--- config.mk ---
export PLATFORM = sky130hd
export DESIGN_NAME = gbk_ctrl
export DESIGN_NICKNAME = d
export VERILOG_FILES = /design/src/hdl/gbk_pkg.sv /design/src/hdl/gbk_ctrl.sv
export SDC_FILE = /design/constraint.sdc
export NUM_CORES = 1
export LEC_CHECK = 0
export BUFFER_PORTS_ARGS = -buffer_cell sky130_fd_sc_hd__buf_2
export CORE_AREA = 2 2 39 41
export DETAILED_ROUTE_END_ITERATION = 10
export DIE_AREA = 0 0 41 43
export PLACE_DENSITY = 0.57
export SLEW_MARGIN = 20
export SYNTH_ARGS = -nofsm -noshare
export SYNTH_HDL_FRONTEND = slang
export SYNTH_SLANG_ARGS = --single-unit
--- constraint.sdc ---
create_clock -name clk -period 2 [get_ports clk]
set_input_delay 0.2 -clock clk [delete_from_list [all_inputs] [get_ports clk]]
set_output_delay 0.2 -clock clk [all_outputs]
set_load 0.1 [all_outputs]
--- src/hdl/gbk_pkg.sv ---
// ----------------------------------------------------------------------------
// gbk_pkg
// Types and constants shared by the grid best-keypoint-per-cell block.
// ----------------------------------------------------------------------------
package gbk_pkg;

  // Field widths fixed by the item formats.
  localparam int COORD_W  = 16;
  localparam int SCORE_W  = 32;
  localparam int LEVEL_W  = 3;
  localparam int RINDEX_W = 12;
  localparam int COUNT_W  = 13;
  localparam int CSIZE_W  = 12;
  localparam int CGRID_W  = 7;
  localparam int CELLNO_W = 14;  // row * cells_across + column, up to 127 * 127 + 126
  localparam int LIMIT_W  = 17;  // wide enough to hold the largest cell storage depth
  localparam int OP_W     = 2;
  localparam int CFG_IDX_W  = 2;
  localparam int CFG_DATA_W = 12;

  // One stored cell: {occupied, level, score, y, x}.
  localparam int ENTRY_W = 1 + LEVEL_W + SCORE_W + 2 * COORD_W;

  localparam int IN_TDATA_W  = 80;
  localparam int OUT_TDATA_W = 88;

  // Operation codes.
  localparam logic [OP_W-1:0] OP_ADD   = 2'd0;
  localparam logic [OP_W-1:0] OP_CLEAR = 2'd1;
  localparam logic [OP_W-1:0] OP_READ  = 2'd2;

  // Configuration register indexes.
  localparam logic [CFG_IDX_W-1:0] CFG_CELL_WIDTH   = 2'd0;
  localparam logic [CFG_IDX_W-1:0] CFG_CELL_HEIGHT  = 2'd1;
  localparam logic [CFG_IDX_W-1:0] CFG_CELLS_ACROSS = 2'd2;
  localparam logic [CFG_IDX_W-1:0] CFG_CELLS_DOWN   = 2'd3;

  // Controller to datapath commands.
  typedef struct packed {
    logic load;       // capture the input item and start the dividers
    logic div_step;   // advance both dividers by one step
    logic calc;       // register the cell number and the range check
    logic upd;        // read-modify-write of the cell, build the result
    logic sweep;      // write one empty entry during a clearing pass
    logic clr_count;  // zero the occupied-cell count
    logic out_load;   // move the result into the output register
  } gbk_cmd_t;

  // Datapath to controller status.
  typedef struct packed {
    logic sweep_last;
    logic out_busy;
  } gbk_status_t;

endpackage

--- src/hdl/gbk_ctrl.sv ---
// ----------------------------------------------------------------------------
// gbk_ctrl
// Sequencer for one item at a time: divide, check, read, update, deliver; a clear sweeps the store instead.
// ----------------------------------------------------------------------------
module gbk_ctrl
  import gbk_pkg::*;
#(
  parameter int DIV_CYCLES = 4,
  localparam int DCW = (DIV_CYCLES > 1) ? $clog2(DIV_CYCLES) : 1
) (
  input  logic            clk,
  input  logic            rst_n,
  input  logic            in_tvalid,
  output logic            in_tready,
  input  logic [OP_W-1:0] in_op,
  input  gbk_status_t     status,
  output gbk_cmd_t        cmd
);

  localparam logic [2:0] S_SWEEP_RST = 3'd0;
  localparam logic [2:0] S_IDLE      = 3'd1;
  localparam logic [2:0] S_DIV       = 3'd2;
  localparam logic [2:0] S_CALC      = 3'd3;
  localparam logic [2:0] S_RD        = 3'd4;
  localparam logic [2:0] S_UPD       = 3'd5;
  localparam logic [2:0] S_OUT       = 3'd6;
  localparam logic [2:0] S_SWEEP_CLR = 3'd7;

  logic [2:0]     state_r, state_nxt;
  logic [DCW-1:0] div_cnt_r, div_cnt_nxt;
  logic           accept;

  assign in_tready = (state_r == S_IDLE);
  assign accept    = in_tvalid && in_tready;

  always_comb begin
    state_nxt   = state_r;
    div_cnt_nxt = div_cnt_r;
    cmd         = '0;
    case (state_r)
      S_SWEEP_RST: begin
        cmd.sweep = 1'b1;
        if (status.sweep_last) begin
          state_nxt = S_IDLE;
        end
      end
      S_IDLE: begin
        if (accept) begin
          cmd.load    = 1'b1;
          div_cnt_nxt = '0;
          if (in_op == OP_CLEAR) begin
            cmd.clr_count = 1'b1;
            state_nxt     = S_SWEEP_CLR;
          end else begin
            state_nxt = S_DIV;
          end
        end
      end
      S_DIV: begin
        cmd.div_step = 1'b1;
        div_cnt_nxt  = div_cnt_r + DCW'(1);
        if (div_cnt_r == DCW'(DIV_CYCLES - 1)) begin
          state_nxt = S_CALC;
        end
      end
      S_CALC: begin
        cmd.calc  = 1'b1;
        state_nxt = S_RD;
      end
      S_RD: begin
        state_nxt = S_UPD;
      end
      S_UPD: begin
        cmd.upd   = 1'b1;
        state_nxt = S_OUT;
      end
      S_OUT: begin
        if (!status.out_busy) begin
          cmd.out_load = 1'b1;
          state_nxt    = S_IDLE;
        end
      end
      S_SWEEP_CLR: begin
        cmd.sweep = 1'b1;
        if (status.sweep_last) begin
          state_nxt = S_UPD;
        end
      end
      default: begin
        state_nxt = S_IDLE;
      end
    endcase
  end

  always_ff @(posedge clk) begin
    if (!rst_n) begin
      state_r   <= S_SWEEP_RST;
      div_cnt_r <= '0;
    end else begin
      state_r   <= state_nxt;
      div_cnt_r <= div_cnt_nxt;
    end
  end

endmodule
==> results of run 1 <==
## worst max-delay path by stage
stage / startpoint / end / slack, ns / cells past startpoint
global placement: state_r[0] / cmd[1] / 0.29 / 4
floorplan: state_r[2] / cmd[6] / 0.07 / 4
global route: state_r[0] / cmd[1] / 0.03 / 4
finish: state_r[0] / cmd[1] / 0.08 / 4
detailed placement: state_r[0] / cmd[1] / 0.25 / 4
CTS: state_r[1] / cmd[1] / 0.04 / 4
## tightest hold or removal path, stage by stage
cell and delay, ns:
sky130_fd_sc_hd__buf_2 0.09, sky130_fd_sc_hd__nand2_1 0.05, sky130_fd_sc_hd__nand3_1 0.07, sky130_fd_sc_hd__a21oi_1 0.06
## cell families (layout without fill, tap and decap cells)
group                    after synthesis  count (layout)
buffers and inverters                  9              25
AND/OR/NAND/NOR                       26              26
adder cells (fa/ha/maj)                1               1
flip-flops                             5               5
AO/OA/AOI/OAI                         12              12
## per-stage QoR
stage / instance area (µm²) / util / setup WS (ns) / hold WS [ns] / std cells
floorplan: 425 / - / 0.0668 / 0.402 / 53
global placement: 526 / 0.380 / 0.287 / 0.479 / 81
detailed placement: 526 / 0.380 / 0.247 / 0.470 / 81
CTS: 553 / 0.400 / 0.0371 / 0.268 / 85
global route: 557 / 0.402 / 0.0284 / 0.292 / 85
finish: 557 / 0.402 / 0.0802 / 0.258 / 85
## state kept, by name, summed over array words and instances (netlist names)
register and count:
state_r 3, div_cnt_r 2
## final cells by class
| class | count | area (µm²) |
|---|---|---|
| inverter | 6 | 22.5 |
| clock buffer | 4 | 26.3 |
| fill | 146 | 827 |
| multi-input combinational | 39 | 275 |
| tap | 16 | 20.0 |
| sequential | 5 | 103 |
| timing repair buffer | 15 | 110 |
## routing by layer
metal | GRT usage | wire, µm | vias to the layer above
met2 | 0.144 | 349 | 11
met4 | 0.0800 | 15 | 0
met1 | 0.161 | 408 | 166
met3 | 0.0314 | 45 | 2
li1 | - | - | 212
met5 | 0 | 0 | -
## layout by cell type (no fill, tap or decap), types with 2 or more instances in the layout
master	n
sky130_fd_sc_hd__buf_2	11
sky130_fd_sc_hd__inv_1	6
sky130_fd_sc_hd__a21oi_1	6
sky130_fd_sc_hd__nand2_1	5
sky130_fd_sc_hd__nand3_1	4
sky130_fd_sc_hd__clkbuf_4	4
sky130_fd_sc_hd__nand2b_1	3
sky130_fd_sc_hd__dfxtp_1	3
sky130_fd_sc_hd__nor3b_2	2
sky130_fd_sc_hd__o21ai_0	2
sky130_fd_sc_hd__and2b_2	2
sky130_fd_sc_hd__buf_12	2
sky130_fd_sc_hd__dfxtp_2	2
## what timing repair did
action                     CTS  global route
setup endpoints to repair    1             3
pin swaps                    0             0
hold endpoints to repair     0             0
resized for setup            1             2
==> results summary, run 1 <==
The run finished with clean final reports. The global router's overall resource usage is 0.115. Dividing the detail-routed wire length by the instance count gives 9.62 µm.

The starting utilization of the core area is 0.297. Each instance of the synthesized netlist takes up on average 7.74 µm². The fraction of the mapped netlist area in compound gates was 0.216.

Measured against its own limit, the worst slew margin works out to 0.680. Derived from the worst setup path, the maximum achievable clock frequency is 521 MHz. The count of nets left with antenna violations once routing finished came out at 0. The reg-to-reg startpoint is state_r[2].

Entering global routing, the biggest net connects 13 pins. The cell count after synthesis came out at 53. The worst hold path was traced through 4 stages.

The number of setup buffers added after CTS is 0. The most used flip-flop cell after synthesis is sky130_fd_sc_hd__dfxtp_1. The number of port buffers is 14.

The post-layout net count is 78. The initialized floorplan defines 14 standard-cell rows. The element type at the critical path start is a register.

The count of endpoints failing hold in the final timing report came out at 0. Among all stages on the critical path, the largest delay is contributed by sky130_fd_sc_hd__or3b_4. Between clock sinks in the finished design, the worst skew comes to 0.00123 ns. The distinct cell type count of the synthesized netlist is 25. The full die area came out at 1760 µm². The post-synthesis xor/xnor area fraction came out at 0. The buffer levels on the longest clock path is 2. The relative area change from synthesis to final layout came out at 35.7%. The type of element capturing the critical path is a primary output. Yosys attributes the largest share of cell area to sky130_fd_sc_hd__dfxtp_1, sky130_fd_sc_hd__a21oi_1, sky130_fd_sc_hd__buf_6. The final worst-path cycle share is 0.960. In this design, the stage delay of the slowest critical-path cell is 0.41 ns. The total detailed-routing wirelength is 818 µm. CTS placed an instance of sky130_fd_sc_hd__clkbuf_4 at the clock tree root. Across the run, the number of max-cap violations was 0. The number of DRC markers after the initial detailed-route iteration came out at 9. The portion of synthesized area spent on multiplexers is 0. The y dimension of the die is 43 µm.

Of the total synthesized cell area, the portion taken by AND, OR, NAND and NOR gates is 0.387. The warning count from the yosys run came out at 0. The cell depth of the worst flop-to-flop path is 5. The share of the yosys chip area belonging to registers is 0.244. The count of hold buffers inserted by post-cts repair came out at 0. The accumulated negative setup slack came out at 0 ns. The cell type group with the largest total delay on the critical path is simple AND/OR/NAND/NOR gates. The H-tree level count came out at 1.

The critical path required time came out at 1.80 ns. For this run the aggregate overflow at the end of global routing stands at 0. The share of synthesized registers carrying an async set or reset is 0. The critical path in this run is classified as register to primary output. The first-pass iteration count of the detailed router is 4.

The via density per instance came out at 4.60. Setup violations remaining at the end of the flow were counted as 0. The combined buffer and inverter count along the critical path is 1. Of all nets on the critical path, the largest fanout is 10. The die is 41 µm wide. The dominant combinational cell family by area after synthesis is simple AND/OR/NAND/NOR gates. The slew at the pin closest to its max-slew limit came out at 0.484 ns.

The detailed-placement wirelength estimate came out at 665 µm. The insertion delay of the later-clocked pin in the worst-skew pair is 0.25 ns. The number of synthesized flops with an enable pin is 0. The global-route wire length before repair came out at 1370 µm. The total via count in the routed design came out at 391.

The largest area contributor in the synthesized netlist is sky130_fd_sc_hd__dfxtp_1. After synthesis the cells add up to 410 µm². Clock-pin slew was measured on the worst setup and hold paths at 0.04 ns. Data arrives at the worst endpoint at 1.72 ns. The number of global-route vias before repair was 342.

The share of synthesized area in the top cell type comes to 0.244. Counting instances in the post-synthesis netlist gives the leading cell types as sky130_fd_sc_hd__a21oi_1, sky130_fd_sc_hd__inv_1, sky130_fd_sc_hd__dfxtp_1, sky130_fd_sc_hd__nand2_1, sky130_fd_sc_hd__nand3_1. Walking the worst path, the cells encountered are or3b_4 > or2_2 > nor2b_4 > buf_12. The shortest clock period the worst path allows after layout is 1.92 ns. The proportion of layout cells with a drive suffix above 1 came out at 0.449.

The number of I/O pins came out at 15. In this run, CTS created clock tree buffers numbering 3. The number of nets in the synthesized netlist is 61. Setup repair after global routing left no endpoint under its margin. The synthesized design contains 5 register bits. The type of the most critical hold path is input pin to register. Routability-driven placement finished with a final weighted congestion of 0.729. Of the total synthesized cell area, the portion taken by full adders, half adders and majority gates is 0.0305. The worst register-to-register path has a setup slack of 0.56 ns. The core outline area is 1380 µm².

The endpoint identified for the worst register-to-register timing path is state_r[0]. The max-slew violation count came out at 0. TritonCTS built the clock tree.

The count of antenna diodes in the layout came out at 0. For this run, design rule violations remaining after detail routing come to 0. The endpoint with the worst hold slack is state_r[1]. The number of antenna violations at the first check in global routing came out at 0.

The clock drives 5 sinks. The startpoint of the lowest-slack hold path is status[1].
Power of run 1 is left out: the tool's default activity adds up to more than one toggle a clock period on the data nets, which glitch-free logic cannot reach.
==> run 2, diff against run 1 <==
MAX_ROUTING_LAYER = met4   (was not set)
==> run 2 against run 1 <==
Compared with the run above:
- maximum frequency hardly changed
- setup slack improved by 0.00070 ns
- die area is the same
- final area unchanged
- count of clock-buffer cells in the layout stayed put
- core utilization stayed put
- register-to-register slack about the same
- critical path depth is the same
- wire length unchanged
- non-clock buffer count stayed put
- critical endpoint unchanged
==> results summary, run 2 (synthesis gave the netlist of run 1 again) <==
The run finished with clean final reports. The reported max-cap violation count is 0. Clock latency on the worst-skew pair, taken at its later pin, is 0.25 ns. The worst setup path is captured at a primary output. The die is 41 µm wide. Setup violations remaining at the end of the flow were counted as 0. The total area inside the core boundary comes to 1380 µm².

After the first detailed-routing iteration, the DRC count stood at 9. The routed layout has 392 vias. The clock tree skew after final layout is 0.00135 ns.

The worst setup path is launched from a register. Setup repair after global routing left no endpoint under its margin. The via density per instance came out at 4.61. In the final layout, the registers with the most flip-flops are state_r: 3 flops, div_cnt_r: 2 flops. The highest clock rate is 521 MHz. The proportion of layout cells with a drive suffix above 1 is 0.449. The count of endpoints failing hold in the final timing report is 0.

The delay of the slowest cell on the worst path is 0.41 ns. The tightest min-delay check is of the input pin to register type. Leaving out fill and tap cells, the most frequent cells in the layout are sky130_fd_sc_hd__buf_2, sky130_fd_sc_hd__inv_1, sky130_fd_sc_hd__a21oi_1. The accumulated negative setup slack is 0 ns. The shortest clock period the worst path allows after layout is 1.92 ns. The setup slack after layout came out at 0.0809 ns. Global routing finished with a remaining overflow of 0. After clock tree synthesis, the clock-pin slew on the worst setup and hold paths is 0.04 ns.

For this design, the sink count on the clock tree is 5. TritonCTS built the clock tree. The total detailed-routing wirelength came out at 818 µm. The average wire per cell in the routed design came out at 9.62 µm. The setup slack at placement is 0.247 ns. At the pin with the least slew margin, the transition time is 0.484 ns. At the worst endpoint, the required time is 1.80 ns.

The worst setup path is of the register to primary output kind. In this run the remaining antenna-violating nets after routing total 0. Summing all multi-input logic gate instances after layout gives 275 µm².

The count of antenna diodes in the layout came out at 0. The maximum fanout count along the critical path came out at 10. The filler cells instantiated in the layout total 146. In this run the tightest slew margin relative to its limit is 0.680. The max-slew violation count was 0.

The relative area change from synthesis to final layout came out at 35.7%. The count of hold buffers inserted by post-cts repair came out at 0. During I/O placement, the number of pins put on the boundary was 15.

The utilization after layout came out at 0.402. The detailed-placement wirelength estimate is 665 µm. The number of flip-flops under the largest register name is 3. Traced cell by cell, the critical path runs through or3b_4 > or2_2 > nor2b_4 > buf_12.

The pin count of the biggest net entering global routing came out at 13. Once the clock tree was built, the setup fixing pass inserted 0 buffers. The first global-routing pass estimated 1370 µm of wire. The y dimension of the die came out at 43 µm. The number of buffers created by CTS is 3. More flip-flops sit in one register than any other, and that register is state_r. The number of antenna violations at the first check in global routing is 0. The total area of sequential cells came out at 103 µm². The number of port buffers is 14. The post-layout net count came out at 78. For the worst setup path, the data arrival time is 1.72 ns. The buffer levels on the longest clock path is 2.

The count of standard-cell rows is 14. The final worst-path cycle share is 0.960. The H-tree level count is 1.

The die covers 1760 µm². The hold slack is 0.259 ns. Across every metal layer, demand over resource in global routing totals 0.117.

The first-pass iteration count of the detailed router came out at 4. The number of global-route vias before repair is 342. Leaving out fill and tap cells, the most frequent cell in the layout is sky130_fd_sc_hd__buf_2. The post-route DRC violation count came out at 0. The clock root buffer is sky130_fd_sc_hd__clkbuf_4. The slowest stage of the critical path belongs to the cell sky130_fd_sc_hd__or3b_4. The initial utilization of the core area, before any placement, comes to 0.297. The weighted congestion at the end of routability-driven global placement came out at 0.738.
[run 2: worst paths after layout]
kind	startpoint	endpoint	slack, ns	cells past startpoint
setup / recovery	state_r[0]	cmd[1]	0.08	4
hold / removal	status[1]	state_r[1]	0.26	4
setup reg to reg	state_r[2]	state_r[0]	0.56	5
hold reg to reg	div_cnt_r[1]	div_cnt_r[1]	0.48	2
[run 2: layer usage]
layer / track usage / vias up / part of all wire
met4: 0.0800 / 0 / 0.018
li1: - / 212 / -
met3: 0.0314 / 2 / 0.055
met1: 0.161 / 167 / 0.49
met2: 0.144 / 11 / 0.43
met5: - / - / 0
[run 2: layout make-up]
type / count / share of cell area
Tap cell: 16 / 0.0360
Clock buffer: 4 / 0.0472
Multi-Input combinational cell: 39 / 0.494
Sequential cell: 5 / 0.184
Inverter: 6 / 0.0404
Timing Repair Buffer: 15 / 0.198
[run 2: critical path, delay by kind of cell, from the launching register on]
| family | cells | cell delay (ns) |
|---|---|---|
| and+or+nand+nor | 3 | 0.90 |
| DFF | 1 | 0.40 |
| buffers and inverters | 1 | 0.18 |
[run 2: what timing repair did]
item / CTS / global route
cloned: 0 / 0
gates resized for setup: 1 / 2
setup endpoints to repair: 1 / 3
[run 2: per-stage QoR]
stage	std cells	area [µm²]
after floorplan	53	425
after global placement	81	526
after detailed placement	81	526
after CTS	85	553
after global routing	85	557
final	85	557
Power of run 2 is left out for the same reason.
==> run 3, diff against run 2 <==
CELL_PAD_IN_SITES_DETAIL_PLACEMENT = 1   (was not set)
CELL_PAD_IN_SITES_GLOBAL_PLACEMENT = 1   (was not set)
PLACE_DENSITY = 0.75   (was 0.57)
==> run 3 against run 2 <==
Compared with the run above:
- maximum frequency rose by 0.32%
- hold slack better by 0.023 ns
- count of clock-buffer cells in the layout is the same
- critical path depth stayed put
==> results summary, run 3 (synthesis gave the netlist of run 1 again) <==
Data on the critical path is required at its endpoint by 1.80 ns. The switching share of power came out at 0.588. The number of port buffers is 14.

Entering global routing, the biggest net connects 13 pins. Leaving out fill and tap cells, the most frequent cells in the layout are sky130_fd_sc_hd__buf_2, sky130_fd_sc_hd__inv_1, sky130_fd_sc_hd__a21oi_1. The proportion of layout cells with a drive suffix above 1 came out at 0.443. For this run, the slowest stage of the critical path takes 0.40 ns.

The number of DRC markers after the initial detailed-route iteration came out at 0. The signal on the critical path passes through or3b_4 > or2_2 > nor2b_4 > buf_12. The global-route congestion overflow total came out at 0. STA classifies the critical path endpoint as a primary output. In this run the tightest slew margin relative to its limit is 0.678. The count of hold buffers inserted by post-cts repair is 0. Adding up every negative setup slack in the final design gives 0 ns. The y dimension of the die came out at 43 µm. The clock period could shrink to 1.91 ns. Dividing the final minimum period by the clock period gives 0.957.

The relative area change from synthesis to final layout came out at 36.6%. The largest registers in the layout are state_r: 3 flops, div_cnt_r: 2 flops. Setup violations remaining at the end of the flow were counted as 0. The number of routed nets with antenna violations is 0. The max-slew violation count is 0. STA classifies the critical path startpoint as a register. The buffer levels on the longest clock path is 2. The weighted congestion at the end of routability-driven global placement is 0.732. The leakage power figure came out at 0.273 nW. The number of antenna violations at the first check in global routing came out at 0. The share of total power dissipated in sequential elements is 0.160. The count of endpoints failing hold in the final timing report came to 0.

The highest clock rate is 523 MHz. The count of standard-cell rows is 14. The slew at the pin closest to its max-slew limit is 0.487 ns. The number of buffers created by CTS is 3. The reported max-cap violation count is 0.

The core outline area is 1380 µm². The number of flip-flops under the largest register name is 3. The maximum vdd drop is 0.000751 V. Setup repair after global routing left no endpoint under its margin.

The register-to-register setup slack is 0.51 ns. The final design area excluding fillers came out at 561 µm². The average wire per cell in the routed design is 12.3 µm.

The first-pass iteration count of the detailed router is 1. The total detailed-routing wirelength came out at 1050 µm. The CTS sink count came out at 5. The post-layout net count is 79. The via density per instance is 4.85. The die covers 1760 µm². The largest individual stage delay along the critical path comes from the cell sky130_fd_sc_hd__or3b_4. The flow ran to the end, and the final reports show no timing, DRC or antenna violations. The maximum fanout count along the critical path came out at 12.

The internal power summed over all cells came out at 0.000418 W. The fraction of power consumed by the clock network came out at 0.121. CTS built an H-tree with a depth of 1.

The clock tree skew after final layout is 0.00796 ns. The insertion delay of the later-clocked pin in the worst-skew pair is 0.25 ns. The clock tree from TritonCTS is yes. The count of fill cells added during filler insertion is 174. The arrival time at the worst endpoint came out at 1.71 ns. Summed over all nets, the switching power comes to 0.000597 W. The count of antenna diodes in the layout came out at 0.

The placed instances occupy a cell area of 533 µm². Leaving out fill and tap cells, the most frequent cell in the layout is sky130_fd_sc_hd__buf_2. The type of the setup path with the least slack is register to primary output. More flip-flops sit in one register than any other, and that register is state_r.

The clock root buffer is sky130_fd_sc_hd__clkbuf_4. Across every metal layer, demand over resource in global routing totals 0.149. The starting utilization of the core area came out at 0.297. The clock edge transition at the registers on the reported setup and hold paths is 0.05 ns. The number of global-route vias before repair is 378. The global-route wire length before repair came out at 1660 µm. The combinational fraction of design power is 0.718. Detailed placement finished with a half-perimeter wire length of 804 µm. Dividing total power by cell area gives a power density of 1810 nW/µm². The floorplan die width came out at 41 µm.

The total via count in the routed design came out at 417. In this run the worst hold path is classified as input pin to register. After detailed routing, the number of remaining DRC violations is 0.

The number of I/O pins is 15.
run 3: layer usage:
layer  global-route usage  vias to the layer above  routed length (µm)
li1                     -                      213                   -
met1                0.193                      192                 519
met2                0.191                       10                 479
met3               0.0314                        2                  40
met4                0.120                        0                  14
met5                    -                        -                   0
run 3: cell type report:
class | count | area, µm² | area share
Timing Repair Buffer | 16 | 115 | 0.205
Multi-Input combinational cell | 39 | 275 | 0.491
Clock buffer | 4 | 26.3 | 0.0469
Tap cell | 16 | 20.0 | 0.0357
Inverter | 6 | 22.5 | 0.0402
Sequential cell | 5 | 101 | 0.181
run 3: worst max-delay path, delay by kind of cell (launching register included):
kind / cells / cell delay, ns
buffers and inverters: 1 / 0.18
AND/OR/NAND/NOR: 3 / 0.90
flip-flops: 1 / 0.38
run 3: repair_timing:
item	4_1_cts	5_1_grt
resized for setup	0	1
endpoints found under the setup margin	0	3
buffers inserted	0	0
run 3: through the flow:
| stage | std cells | power, W | hold WS (ns) | setup slack (ns) | utilization |
|---|---|---|---|---|---|
| after floorplan | 53 | 0.000779 | 0.402 | 0.0668 | - |
| after global placement | 82 | 0.000880 | 0.477 | 0.321 | 0.385 |
| after detailed placement | 82 | 0.000894 | 0.482 | 0.290 | 0.385 |
| after CTS | 86 | 0.00102 | 0.285 | 0.00876 | 0.404 |
| after global routing | 86 | 0.00108 | 0.292 | 0.0386 | 0.405 |
| final | 86 | 0.00101 | 0.282 | 0.0869 | 0.405 |
run 3: power by group through the flow:
stage	Combinational [W]	Clock (W)	Sequential (W)
3_5_place_dp	0.000733	0	0.000161
5_1_grt	0.000774	0.000137	0.000167
4_1_cts	0.000736	0.000129	0.000159
3_3_place_gp	0.000720	0	0.000160
2_1_floorplan	0.000636	0	0.000142
6_report	0.000729	0.000123	0.000163
run 3: worst paths after layout:
kind,from,endpoint,cells past startpoint
worst max-delay path,state_r[1],cmd[1],4
worst min-delay path,rst_n,div_cnt_r[0],3
worst max register to register,state_r[0],state_r[2],5
worst min register to register,div_cnt_r[1],div_cnt_r[1],2
Power figures use the tool's default switching activity.
